==> config.mk <==
export PLATFORM = sky130hd
export DESIGN_NAME = event_rate_meter_with_fixed_step
export DESIGN_NICKNAME = d
export VERILOG_FILES = /design/src/hdl/erm_pkg.sv /design/src/hdl/erm_div.sv /design/src/hdl/erm_ema.sv /design/src/hdl/event_rate_meter_with_fixed_step.sv
export SDC_FILE = /design/constraint.sdc
export NUM_CORES = 2
export LEC_CHECK = 0
export BUFFER_PORTS_ARGS = -buffer_cell sky130_fd_sc_hd__buf_4
export CAP_MARGIN = 25
export CORE_AREA = 4 4 383 385
export DETAILED_ROUTE_END_ITERATION = 12
export DIE_AREA = 0 0 387 389
export GPL_ROUTABILITY_DRIVEN = 0
export HOLD_SLACK_MARGIN = 0.05
export PLACE_DENSITY = 0.54
export SYNTH_ARGS = -nofsm -noshare
export SYNTH_HDL_FRONTEND = slang
export SYNTH_SLANG_ARGS = --single-unit
export TNS_END_PERCENT = 5
==> constraint.sdc <==
create_clock -name clk -period 9.3 [get_ports clk]
set_input_delay 0.93 -clock clk [delete_from_list [all_inputs] [get_ports clk]]
set_output_delay 0.93 -clock clk [all_outputs]
set_load 0.05 [all_outputs]
==> src/hdl/erm_pkg.sv <==
// shared types and constants of the event rate meter
// no dependencies
package erm_pkg;

	typedef enum logic [1:0] {
		REQ_UPDATE = 2'd0,
		REQ_FRAME  = 2'd1,
		REQ_CHECK  = 2'd2,
		REQ_OTHER  = 2'd3
	} erm_req_t;

	typedef enum logic [1:0] {
		CFG_UPDATE_PERIOD = 2'd0,
		CFG_MIN_INTERVAL  = 2'd1
	} erm_cfg_t;

	typedef enum logic [2:0] {
		ST_IDLE,
		ST_SPAN,
		ST_CLAMP,
		ST_DIV,
		ST_BLEND,
		ST_BWAIT,
		ST_FIN
	} erm_state_t;

	localparam int CFG_W  = 20;
	localparam int RATE_W = 24;
	localparam int CNT_W  = 32;
	localparam int DEN_W  = 37;
	localparam int QUO_W  = 24;

	localparam logic [CFG_W-1:0] PERIOD_RESET = 20'd16666;
	localparam logic [CFG_W-1:0] MIN_RESET    = 20'd5000;

	// 1e6 in Q16: dividend of the reciprocal
	localparam logic [35:0] RATE_NUM = 36'd65536000000;
	localparam logic [DEN_W-1:0] RATE_NUM_HI = DEN_W'(RATE_NUM >> QUO_W);
	localparam logic [QUO_W-1:0] RATE_NUM_LO = RATE_NUM[QUO_W-1:0];
	// any divisor at or above this gives a zero quotient
	localparam logic [DEN_W-1:0] DEN_CAP = 37'h10_0000_0000;
	// intervals below this saturate the rate
	localparam int SAT_SPAN = 5000;

	localparam logic [RATE_W-1:0] RATE_MAX   = 24'd13107200;
	localparam logic [RATE_W-1:0] RATE_RESET = 24'd3932160;
	localparam logic signed [12:0] ALPHA = 13'sd3277;
	localparam logic signed [37:0] ROUND_HALF = 38'sd32768;

	// status of a multi-cycle unit
	typedef struct packed {
		logic busy;
		logic done;
	} erm_unit_st_t;

endpackage

==> src/hdl/erm_div.sv <==
// bit-serial restoring divider: 65536e6 / divisor, one quotient bit per cycle
// depends on erm_pkg
module erm_div (
	input  logic                          clk,
	input  logic                          arst_n,
	input  logic                          start,
	input  logic [erm_pkg::DEN_W-1:0]     divisor,
	output logic [erm_pkg::QUO_W-1:0]     quotient,
	output erm_pkg::erm_unit_st_t         status
);

	logic [erm_pkg::DEN_W-1:0] rem_q;
	logic [erm_pkg::DEN_W-1:0] den_q;
	logic [erm_pkg::QUO_W-1:0] dvd_q;
	logic [erm_pkg::QUO_W-1:0] quo_q;
	logic [4:0]                cnt_q;
	logic                      busy_q;
	logic                      done_q;

	logic [erm_pkg::DEN_W-1:0] trial;
	logic                      fits;

	// remainder stays below the divisor, so its top bit is free for the shift
	assign trial = {rem_q[erm_pkg::DEN_W-2:0], dvd_q[erm_pkg::QUO_W-1]};
	assign fits  = trial >= den_q;

	always_ff @(posedge clk or negedge arst_n) begin
		if (!arst_n) begin
			busy_q <= 1'b0;
			done_q <= 1'b0;
			cnt_q  <= '0;
		end else begin
			done_q <= 1'b0;
			if (start) begin
				busy_q <= 1'b1;
				cnt_q  <= 5'(erm_pkg::QUO_W);
			end else if (busy_q) begin
				cnt_q <= cnt_q - 5'd1;
				if (cnt_q == 5'd1) begin
					busy_q <= 1'b0;
					done_q <= 1'b1;
				end
			end
		end
	end

	always_ff @(posedge clk) begin
		if (start) begin
			rem_q <= erm_pkg::RATE_NUM_HI;
			dvd_q <= erm_pkg::RATE_NUM_LO;
			den_q <= divisor;
			quo_q <= '0;
		end else if (busy_q) begin
			rem_q <= fits ? trial - den_q : trial;
			dvd_q <= {dvd_q[erm_pkg::QUO_W-2:0], 1'b0};
			quo_q <= {quo_q[erm_pkg::QUO_W-2:0], fits};
		end
	end

	assign quotient    = quo_q;
	assign status.busy = busy_q;
	assign status.done = done_q;

endmodule

==> src/hdl/erm_ema.sv <==
// exponential average step: avg + round((rate - avg) * 3277 / 65536)
// depends on erm_pkg; two register stages
module erm_ema (
	input  logic                           clk,
	input  logic                           arst_n,
	input  logic                           start,
	input  logic [erm_pkg::RATE_W-1:0]     avg,
	input  logic [erm_pkg::RATE_W-1:0]     rate,
	output logic [erm_pkg::RATE_W-1:0]     result,
	output erm_pkg::erm_unit_st_t          status
);

	logic signed [24:0]              diff;
	logic signed [37:0]              prod_s1;
	logic [erm_pkg::RATE_W-1:0]      avg_s1;
	logic                            vld_s1;
	logic signed [37:0]              rnd;
	logic signed [25:0]              sum;
	logic [erm_pkg::RATE_W-1:0]      result_q;
	logic                            done_q;

	assign diff = $signed({1'b0, rate}) - $signed({1'b0, avg});
	// s*(65536-a) + r*a == (s << 16) + (r - s)*a
	assign rnd  = prod_s1 + erm_pkg::ROUND_HALF;
	assign sum  = $signed({2'b00, avg_s1}) + $signed(rnd[37:16]);

	always_ff @(posedge clk or negedge arst_n) begin
		if (!arst_n) begin
			vld_s1 <= 1'b0;
			done_q <= 1'b0;
		end else begin
			vld_s1 <= start;
			done_q <= vld_s1;
		end
	end

	always_ff @(posedge clk) begin
		if (start) begin
			prod_s1 <= diff * erm_pkg::ALPHA;
			avg_s1  <= avg;
		end
		if (vld_s1) begin
			result_q <= sum[erm_pkg::RATE_W-1:0];
		end
	end

	assign result      = result_q;
	assign status.busy = vld_s1;
	assign status.done = done_q;

endmodule

==> src/hdl/event_rate_meter_with_fixed_step.sv <==
// event rate meter with fixed update step: top level, sequencer and state
// depends on erm_pkg, erm_div, erm_ema
//
// One item is in work at a time. A time check (req_type 2 or 3) goes from acceptance
// straight to the output register load and the result transaction. An update or frame
// mark passes interval, clamp, the bit-serial reciprocal divider (24 quotient bits, then
// the quotient handed over), averaging, the output register load and the result
// transaction. Marks whose clamped interval is under 5000 us skip the divider.
// The next item is taken while a finished result waits on the output register.
module event_rate_meter_with_fixed_step #(
	parameter int TIME_BITS = 40
) (
	input  logic                              clk,
	input  logic                              arst_n,
	// configuration
	input  logic                              cfg_we,
	input  logic [1:0]                        cfg_addr,
	input  logic [erm_pkg::CFG_W-1:0]         cfg_wdata,
	// input stream
	input  logic                              s_tvalid,
	output logic                              s_tready,
	input  logic [((TIME_BITS+7)/8)*8-1:0]    s_tdata,  // now_us
	input  logic [1:0]                        s_tuser,  // req_type
	// output stream
	output logic                              m_tvalid,
	input  logic                              m_tready,
	// update_total, frame_total, instant_rate, smooth_update_rate,
	// smooth_frame_rate, update_due, wait_us
	output logic [((137+TIME_BITS+7)/8)*8-1:0] m_tdata
);

	localparam int OUT_W = ((137 + TIME_BITS + 7) / 8) * 8;
	localparam int SPW   = (TIME_BITS > erm_pkg::DEN_W) ? TIME_BITS : erm_pkg::DEN_W;

	erm_pkg::erm_state_t state_q, state_d;

	logic [erm_pkg::CFG_W-1:0]  period_q;
	logic [erm_pkg::CFG_W-1:0]  min_q;

	logic [erm_pkg::CNT_W-1:0]  upd_cnt_q;
	logic [erm_pkg::CNT_W-1:0]  frm_cnt_q;
	logic [TIME_BITS-1:0]       last_upd_q;
	logic [TIME_BITS-1:0]       last_frm_q;
	logic [TIME_BITS-1:0]       next_upd_q;
	logic [erm_pkg::RATE_W-1:0] sm_upd_q;
	logic [erm_pkg::RATE_W-1:0] sm_frm_q;

	logic [TIME_BITS-1:0]       now_q;
	logic                       mark_q;
	logic                       is_upd_q;
	logic [TIME_BITS-1:0]       span_q;
	logic [erm_pkg::RATE_W-1:0] rate_q;

	logic                       out_vld_q;
	logic [erm_pkg::CNT_W-1:0]  o_upd_q;
	logic [erm_pkg::CNT_W-1:0]  o_frm_q;
	logic [erm_pkg::RATE_W-1:0] o_inst_q;
	logic [erm_pkg::RATE_W-1:0] o_su_q;
	logic [erm_pkg::RATE_W-1:0] o_sf_q;
	logic                       o_due_q;
	logic [TIME_BITS-1:0]       o_wait_q;

	logic                       in_acc;
	logic                       in_mark;
	logic                       in_upd;
	logic [TIME_BITS-1:0]       in_now;
	logic [TIME_BITS-1:0]       last_sel;
	logic [erm_pkg::CFG_W-1:0]  floor_us;
	logic [TIME_BITS-1:0]       floor_ext;
	logic [TIME_BITS-1:0]       dspan;
	logic [SPW-1:0]             dspan_ext;
	logic [erm_pkg::DEN_W-1:0]  divisor;
	logic                       sat;
	logic                       out_free;

	logic                       div_start;
	logic                       ema_start;
	logic                       out_load;
	logic [erm_pkg::QUO_W-1:0]  div_quo;
	erm_pkg::erm_unit_st_t      div_st;
	logic [erm_pkg::RATE_W-1:0] ema_res;
	erm_pkg::erm_unit_st_t      ema_st;

	assign in_acc  = s_tvalid && s_tready;
	assign in_now  = s_tdata[TIME_BITS-1:0];
	assign in_upd  = s_tuser == erm_pkg::REQ_UPDATE;
	assign in_mark = (s_tuser == erm_pkg::REQ_UPDATE) || (s_tuser == erm_pkg::REQ_FRAME);

	// interval and clamping
	assign last_sel  = is_upd_q ? last_upd_q : last_frm_q;
	assign floor_us  = (min_q == '0) ? erm_pkg::CFG_W'(1) : min_q;
	assign floor_ext = TIME_BITS'(floor_us);
	assign dspan     = (span_q < floor_ext) ? floor_ext : span_q;
	assign dspan_ext = SPW'(dspan);
	assign sat       = dspan < TIME_BITS'(erm_pkg::SAT_SPAN);
	assign divisor   = (|dspan_ext[SPW-1:erm_pkg::DEN_W-1]) ? erm_pkg::DEN_CAP
	                                                       : dspan_ext[erm_pkg::DEN_W-1:0];

	assign out_free = !out_vld_q || m_tready;

	// configuration
	always_ff @(posedge clk or negedge arst_n) begin
		if (!arst_n) begin
			period_q <= erm_pkg::PERIOD_RESET;
			min_q    <= erm_pkg::MIN_RESET;
		end else if (cfg_we) begin
			unique case (cfg_addr)
				erm_pkg::CFG_UPDATE_PERIOD: period_q <= cfg_wdata;
				erm_pkg::CFG_MIN_INTERVAL:  min_q    <= cfg_wdata;
				default: ;
			endcase
		end
	end

	// sequencer
	always_ff @(posedge clk or negedge arst_n) begin
		if (!arst_n) begin
			state_q <= erm_pkg::ST_IDLE;
		end else begin
			state_q <= state_d;
		end
	end

	always_comb begin
		state_d = state_q;
		unique case (state_q)
			erm_pkg::ST_IDLE: begin
				if (s_tvalid) state_d = in_mark ? erm_pkg::ST_SPAN : erm_pkg::ST_FIN;
			end
			erm_pkg::ST_SPAN:  state_d = erm_pkg::ST_CLAMP;
			erm_pkg::ST_CLAMP: state_d = sat ? erm_pkg::ST_BLEND : erm_pkg::ST_DIV;
			erm_pkg::ST_DIV: begin
				if (div_st.done) state_d = erm_pkg::ST_BLEND;
			end
			erm_pkg::ST_BLEND: state_d = erm_pkg::ST_BWAIT;
			erm_pkg::ST_BWAIT: begin
				if (ema_st.done) state_d = erm_pkg::ST_FIN;
			end
			erm_pkg::ST_FIN: begin
				if (out_free) state_d = erm_pkg::ST_IDLE;
			end
			default: state_d = erm_pkg::ST_IDLE;
		endcase
	end

	always_comb begin
		s_tready  = 1'b0;
		div_start = 1'b0;
		ema_start = 1'b0;
		out_load  = 1'b0;
		unique case (state_q)
			erm_pkg::ST_IDLE:  s_tready  = 1'b1;
			erm_pkg::ST_CLAMP: div_start = !sat;
			erm_pkg::ST_BLEND: ema_start = 1'b1;
			erm_pkg::ST_FIN:   out_load  = out_free;
			default: ;
		endcase
	end

	// block state
	always_ff @(posedge clk or negedge arst_n) begin
		if (!arst_n) begin
			upd_cnt_q  <= '0;
			frm_cnt_q  <= '0;
			last_upd_q <= '0;
			last_frm_q <= '0;
			next_upd_q <= '0;
			sm_upd_q   <= erm_pkg::RATE_RESET;
			sm_frm_q   <= erm_pkg::RATE_RESET;
		end else begin
			if (in_acc && in_upd) begin
				upd_cnt_q  <= upd_cnt_q + erm_pkg::CNT_W'(1);
				next_upd_q <= next_upd_q + TIME_BITS'(period_q);
			end
			if (in_acc && s_tuser == erm_pkg::REQ_FRAME) begin
				frm_cnt_q <= frm_cnt_q + erm_pkg::CNT_W'(1);
			end
			if (state_q == erm_pkg::ST_SPAN) begin
				if (is_upd_q) last_upd_q <= now_q;
				else          last_frm_q <= now_q;
			end
			if (state_q == erm_pkg::ST_BWAIT && ema_st.done) begin
				if (is_upd_q) sm_upd_q <= ema_res;
				else          sm_frm_q <= ema_res;
			end
		end
	end

	// per-item working registers
	always_ff @(posedge clk) begin
		if (in_acc) begin
			now_q    <= in_now;
			mark_q   <= in_mark;
			is_upd_q <= in_upd;
		end
		if (state_q == erm_pkg::ST_SPAN) begin
			// time going backwards counts as a zero interval
			span_q <= (now_q >= last_sel) ? now_q - last_sel : '0;
		end
		if (state_q == erm_pkg::ST_CLAMP && sat) begin
			rate_q <= erm_pkg::RATE_MAX;
		end
		if (state_q == erm_pkg::ST_DIV && div_st.done) begin
			rate_q <= div_quo;
		end
	end

	erm_div u_div (
		.clk      (clk),
		.arst_n   (arst_n),
		.start    (div_start),
		.divisor  (divisor),
		.quotient (div_quo),
		.status   (div_st)
	);

	erm_ema u_ema (
		.clk    (clk),
		.arst_n (arst_n),
		.start  (ema_start),
		.avg    (is_upd_q ? sm_upd_q : sm_frm_q),
		.rate   (rate_q),
		.result (ema_res),
		.status (ema_st)
	);

	// output register
	always_ff @(posedge clk or negedge arst_n) begin
		if (!arst_n) begin
			out_vld_q <= 1'b0;
		end else if (out_load) begin
			out_vld_q <= 1'b1;
		end else if (m_tready) begin
			out_vld_q <= 1'b0;
		end
	end

	always_ff @(posedge clk) begin
		if (out_load) begin
			o_upd_q  <= upd_cnt_q;
			o_frm_q  <= frm_cnt_q;
			o_inst_q <= mark_q ? rate_q : '0;
			o_su_q   <= sm_upd_q;
			o_sf_q   <= sm_frm_q;
			o_due_q  <= next_upd_q < now_q;
			o_wait_q <= (next_upd_q > now_q) ? next_upd_q - now_q : '0;
		end
	end

	assign m_tvalid = out_vld_q;
	assign m_tdata  = OUT_W'({o_wait_q, o_due_q, o_sf_q, o_su_q, o_inst_q, o_frm_q, o_upd_q});

endmodule

After elaboration in Yosys (flattened, before gate mapping) --
Cells that the tools add are included. W data, S select, Z words.
Storage, ports and cells: bits in registers 753, input bits 69, output and inout port bits 186, logic and storage cells 119
Operators by class: add/subtract/negate cells 10, multiply operators 1, magnitude comparators 6, eq/ne operators 13, muxes and demuxes 28, bitwise gates (word level) 1, reductions and logical operators 25
Operators by type and width (number):
- $mux W40 | 2
- $sub A40 B40 Y40 | 2
- $mux W24 | 3
- $add A32 B1 Y32 const B | 2
- $add A40 B20 Y40 | 1
- $ge A40 B40 Y1 | 1
- $gt A40 B40 Y1 | 1
- $lt A40 B13 Y1 const B | 1
- $lt A40 B20 Y1 | 1
- $lt A40 B40 Y1 | 1
- $add A38 B17 Y38 const B | 1
- $mul A25 B13 Y38 const B | 1
- $ge A37 B37 Y1 | 1
- $mux W36 | 1
- $sub A36 B36 Y36 | 1
- $sub A24 B24 Y25 | 1
- $add A24 B22 Y24 | 1
- $pmux W3 S7 | 1
- $logic_not A20 Y1 | 1
- $mux W20 | 1
- $mux W3 | 6
- $mux W1 | 12
- $reduce_and A2 Y1 | 6
- $mux W5 | 2
- 17 further kinds | 33

Depth between registers and ports, before layout --
depth after elaboration 8, depth in mapped cells 36, gate-level depth less buffers 34

Modules after synthesis --
A second synthesis with hierarchy kept.
Unflattened totals: cell total of the unflattened synthesis 4011, area total of the unflattened synthesis 43933.4 um^2
Modules (own cells, without submodules):
- event_rate_meter_with_fixed_step | instances 1, cells an instance 2223, area an instance 27201.1 um^2, seq. area each 15427.3 um^2
- erm_ema | instances 1, cells an instance 1104, area an instance 10572.6 um^2, seq. area each 2182.1 um^2
- erm_div | instances 1, cells an instance 684, area an instance 6159.7 um^2, seq. area each 2527.4 um^2

Worst setup path after synthesis --
OpenSTA, ideal clock, no wires.
path type input -> register, start input port m_tready, end register o_due_q, enable pin, library setup time 0.736 ns, arrival 8.829 ns, required time 8.564 ns, path slack -0.264 ns, stages on the path 2, path buffers 0, path through nand2b_1 nor2b_1
Between the ends: cells in the longest elaborated chain, start to end 2
RTL lines:
- from (decl) | line event_rate_meter_with_fixed_step.sv:26 | input logic m_tready,
- $logic_or A1 B1 Y1 | line event_rate_meter_with_fixed_step.sv:99 | assign out_free = !out_vld_q || m_tready;
- $mux W1 | line event_rate_meter_with_fixed_step.sv:151 | unique case (state_q)
- via out_load | line event_rate_meter_with_fixed_step.sv:78 | logic out_load;
- to (signal assigned) | line event_rate_meter_with_fixed_step.sv:245 | o_due_q <= next_upd_q < now_q;
- to (decl) | line event_rate_meter_with_fixed_step.sv:60 | logic o_due_q;
The timed path passes the listed nets, and every way through them passes these cells. A chain may end at the register's enable or synchronous reset.

Worst setup path in the final report --
start register is_upd_q, end register u_ema.prod_s1[37] (data pin)
Between the ends: cells in the longest elaborated chain, start to end 3
RTL lines:
- from (decl) | line event_rate_meter_with_fixed_step.sv:50 | logic is_upd_q;
- from (signal assigned) | line event_rate_meter_with_fixed_step.sv:194 | is_upd_q <= in_upd;
- $mux W24 | line event_rate_meter_with_fixed_step.sv:221 | .avg (is_upd_q ? sm_upd_q : sm_frm_q),
- $sub A24 B24 Y25 | line erm_ema.sv:22 | assign diff = $signed({1'b0, rate}) - $signed({1'b0, avg});
- $mul A25 B13 Y38 | line erm_ema.sv:39 | prod_s1 <= diff * erm_pkg::ALPHA;
- to (signal assigned) | line erm_ema.sv:39
- to (decl) | line erm_ema.sv:14 | logic signed [37:0] prod_s1;
No other way between the ends.

==> results_tabular.tex <==
\begin{tabular}{lr}
\hline
Metric & Value \\
\hline
\multicolumn{2}{l}{\textbf{STA}} \\
\quad Final slew viol count & 0 \\
\quad Period Utilization, post-route & 93.2\% \\
\quad WHS & $\sim$0.30 ns \\
\quad Slew headroom & about a third \\
\quad Final hold vios & 0 \\
\quad Transition at the pin with the smallest max-transition slack & slightly above 1 ns \\
\quad Count of final setup violators & 0 \\
\quad Fmax achieved & between 100 and 150 MHz \\
\quad Total negative setup slack & 0 ns \\
\quad RSZ-0062 raised after global routing & no \\
\quad Fin crit period & between 8 and 9 ns \\
\quad Max Clock Skew & 0.0517 ns \\
\multicolumn{2}{l}{\textbf{Flow run}} \\
\quad Max-Cap Viols & 0 \\
\multicolumn{2}{l}{\textbf{Clock network}} \\
\quad Max clock buf depth & 3 \\
\quad CTS tree & built \\
\quad Clock-pin slew on the worst setup and hold paths & about 0.06 ns \\
\quad Number of buffers inserted for hold repair after clock tree synthesis & 0 \\
\quad Worst-skew pair later-pin latency & 0.69 ns \\
\quad Cts bufs inserted & 83 \\
\quad Post CTS Setup Buffer Count & 0 \\
\quad Buffer type at the clock tree root & sky130\_fd\_sc\_hd\_\_clkbuf\_16 \\
\quad CTS H-tree depth & 3 \\
\quad Number of clock sinks & approximately 740 \\
\quad Number of gates given a new drive strength after cts & 0 \\
\multicolumn{2}{l}{\textbf{Setup path}} \\
\quad Critical Path AT & roughly 9 ns \\
\quad Critical-path top delay cell & sky130\_fd\_sc\_hd\_\_nor4bb\_1 \\
\quad Crit path top cell by count & sky130\_fd\_sc\_hd\_\_inv\_1 \\
\quad Startpoint class of the critical path & flop \\
\quad Crit path required time & between 9 and 10 ns \\
\quad WS Path Type & flop to flop \\
\quad CP endpoint kind & flop \\
\quad Longest individual stage delay on the worst path & roughly 0.75 ns \\
\quad Maximum fanout along the worst path & 15 \\
\multicolumn{2}{l}{\textbf{Route}} \\
\quad Metal3 WL & around 5000 um \\
\quad Number of iterations in the first detailed-routing pass & 6 \\
\quad Routed length per placed instance & about 18 um \\
\quad Total DRC errors in the routed layout & 0 \\
\quad Routed wire length on met2 & about 52000 um \\
\quad Number of vias per cell after detailed routing & $\sim$4.7 \\
\quad M1 WL & around 50000 um \\
\quad Wirelength, routed & approximately 110000 um \\
\quad Number of vias in the routed layout & about 28000 \\
\quad Highest signal layer in the routed design & met5 \\
\quad Number of violations reported at the end of detailed-routing iteration 0 & $\sim$1700 \\
\quad Remaining number of nets flagged by the antenna check after routing & 0 \\
\multicolumn{2}{l}{\textbf{Synth}} \\
\quad Most frequent cells after synthesis & sky130\_fd\_sc\_hd\_\_edfxtp\_1 (391), sky130\_fd\_sc\_hd\_\_inv\_1 (389), sky130\_fd\_sc\_hd\_\_ha\_1 (338), sky130\_fd\_sc\_hd\_\_nor2\_1 (272), sky130\_fd\_sc\_hd\_\_dfrtp\_1 (267) \\
\quad Post-synthesis instance area & around 43000 um2 \\
\quad Proportion of synthesized chip area in sequential cells & approximately 47\% \\
\quad Most repeated cell in the gate-level netlist after synthesis & sky130\_fd\_sc\_hd\_\_edfxtp\_1 \\
\quad Yosys warns & 0 \\
\quad Per-instance average area after synthesis & 11.1 um2 \\
\quad Top post-synthesis cells by area & sky130\_fd\_sc\_hd\_\_edfxtp\_1 (28\%), sky130\_fd\_sc\_hd\_\_dfrtp\_1 (16\%), sky130\_fd\_sc\_hd\_\_ha\_1 (9.9\%) \\
\quad EDFF count, synth & slightly below 400 \\
\quad Cell count after synthesis & roughly 3800 \\
\quad Predominant post-synthesis flop cell & sky130\_fd\_sc\_hd\_\_edfxtp\_1 \\
\quad Top cell type by total area after synthesis & sky130\_fd\_sc\_hd\_\_edfxtp\_1 \\
\quad Fraction of registers with async set or reset after synthesis & between 30\% and 40\% \\
\quad Synth top area share & between 20\% and 30\% \\
\quad Number of library cell types mapped by synthesis & approximately 90 \\
\quad Flip-flop and latch count after synthesis & about 740 \\
\multicolumn{2}{l}{\textbf{Final layout}} \\
\quad Fraction of layout instances using a drive strength above 1 & roughly 16\% \\
\quad Layout overhead on the synthesized area & 16.4\% \\
\quad Final net count & $\sim$4600 \\
\quad Filler cells & about 14000 \\
\quad Final cell count without fillers & between 6000 and 7000 \\
\quad Final non-filler cell area & 49600 um2 \\
\multicolumn{2}{l}{\textbf{Die}} \\
\quad FP Rows & around 140 \\
\quad Area of the core & 143000 um2 \\
\quad Die boundary width & around 390 um \\
\quad Y dimension of the die & 389 um \\
\quad Starting density of the core & between 20 and 30\% \\
\quad Die footprint & between 150000 and 200000 um2 \\
\quad IO Pins & 255 \\
\multicolumn{2}{l}{\textbf{Placement}} \\
\quad Detailed-placement wirelength estimate & around 84000 um \\
\quad Quantity of I/O buffers inserted on ports & approximately 250 \\
\quad Placed inst area & $\sim$47000 um2 \\
\quad Number of cells after detailed placement & between 5000 and 6000 \\
\multicolumn{2}{l}{\textbf{GRT}} \\
\quad Total GRT Usage & 14.4\% \\
\quad First-pass GRT wire length & approximately 170000 um \\
\quad Number of global-route vias before repair & 28849 \\
\quad Pin count of the biggest net entering global routing & 112 \\
\quad Global-route congestion overflow total & 0 \\
\quad Initial antenna violation count & 11 \\
\multicolumn{2}{l}{\textbf{Min path}} \\
\quad HP Class & input pin to asynchronous set/reset pin \\
\multicolumn{2}{l}{\textbf{Outcome}} \\
\quad Result of the run & completed \\
\hline
\end{tabular}
==> worst paths after layout <==
| path | startpoint | endpoint | slack (ns) | cells past startpoint |
|---|---|---|---|---|
| worst min-delay path | arst_n | next_upd_q[39] | 0.30 | 1 |
| worst max register to register | is_upd_q | u_ema.prod_s1[37] | 0.63 | 29 |
| worst min register to register | u_div.dvd_q[22] | u_div.dvd_q[22] | 0.46 | 1 |
| min in group clk | s_tdata[35] | now_q[35] | 0.41 | 1 |
| max in group asynchronous | arst_n | u_ema.vld_s1 | 7.43 | 2 |
| worst max-delay path | is_upd_q | u_ema.prod_s1[37] | 0.63 | 29 |
==> metrics by stage <==
| step | util [%] | setup WS, ns |
|---|---|---|
| after floorplan | - | 0.926 |
| after global placement | 32.7 | 0.757 |
| after detailed placement | 32.7 | 0.622 |
| after CTS | 34.6 | 0.503 |
| after global routing | 34.7 | 0.0617 |
| final | 34.7 | 0.634 |
==> registers in the layout, summed over array words and instances (netlist names), 36 cells and up <==
signal       flops
last_frm_q      40
last_upd_q      40
next_upd_q      40
now_q           40
o_wait_q        40
span_q          40
u_div.den_q     37
u_div.rem_q     36
==> area by class of cell <==
cell class                      instances  area, um2  area share, %
Multi-Input combinational cell       2599      20700           41.7
Sequential cell                       738      20100           40.6
Tap cell                             1903       2380           4.80
Clock buffer                          114       2230           4.50
Timing Repair Buffer                  281       2160           4.35
Inverter                              392       1470           2.96
Clock inverter                         42        526           1.06
Antenna cell                            5       12.5         0.0252
==> layout by cell type (no fill, tap or decap), types with 16 or more instances in the layout <==
cell type                   instances
sky130_fd_sc_hd__inv_1            388
sky130_fd_sc_hd__dfxtp_1           62
sky130_fd_sc_hd__clkbuf_16         83
sky130_fd_sc_hd__and2_1            72
sky130_fd_sc_hd__ha_1             338
sky130_fd_sc_hd__dfrtp_1          266
sky130_fd_sc_hd__a21oi_1          183
sky130_fd_sc_hd__nand2_1          179
sky130_fd_sc_hd__o21bai_1          23
sky130_fd_sc_hd__nand4_1           44
sky130_fd_sc_hd__o21a_1            32
sky130_fd_sc_hd__and4_1            16
sky130_fd_sc_hd__a31oi_1           27
sky130_fd_sc_hd__o21ai_0          139
sky130_fd_sc_hd__nor2_1           270
sky130_fd_sc_hd__xor2_1           140
sky130_fd_sc_hd__fa_1              82
sky130_fd_sc_hd__edfxtp_1         391
sky130_fd_sc_hd__nand3_1           63
sky130_fd_sc_hd__and3_1            41
sky130_fd_sc_hd__dfstp_2           18
sky130_fd_sc_hd__a21o_1           141
sky130_fd_sc_hd__mux2i_1          115
sky130_fd_sc_hd__a211oi_1          26
sky130_fd_sc_hd__nand2b_1          27
sky130_fd_sc_hd__nor3_1            42
sky130_fd_sc_hd__xnor2_1          193
sky130_fd_sc_hd__nor2b_1           28
sky130_fd_sc_hd__mux2_2           170
sky130_fd_sc_hd__clkbuf_1          27
sky130_fd_sc_hd__buf_4            276
==> critical path: cells and delay by family, from the launching register on <==
| family | cells | cell delay [ns] |
|---|---|---|
| AND/OR/NAND/NOR | 6 | 1.68 |
| adder cells (fa/ha/maj) | 6 | 2.55 |
| flip-flops | 1 | 0.37 |
| buffers and inverters | 6 | 0.84 |
| multiplexers | 1 | 0.16 |
| XOR/XNOR | 2 | 0.62 |
| AO/OA/AOI/OAI | 8 | 2.10 |
==> layer usage <==
metal | global-route usage (%) | vias up
li1 | - | 14004
met1 | 19.3 | 13830
met2 | 24.0 | 463
met3 | 2.87 | 146
met4 | 3.14 | 8
met5 | 0 | -
==> kinds of logic (layout without fill, tap and decap cells) <==
group / after synthesis / after routing / share of synthesized area [%]
xor gates and xnor gates: 336 / 336 / 6.92
other: 1 / 12 / 0.00879
DFF: 738 / 738 / 47.2
muxes: 285 / 285 / 7.19
adders and majority gates: 420 / 420 / 13.8
and+or+nand+nor: 861 / 861 / 9.88
AOI/OAI and AO/OA: 690 / 690 / 10.5
buffers and inverters: 495 / 829 / 4.50
Power is left out: the tool's default activity adds up to more than one toggle a clock period on the data nets, which glitch-free logic cannot reach.
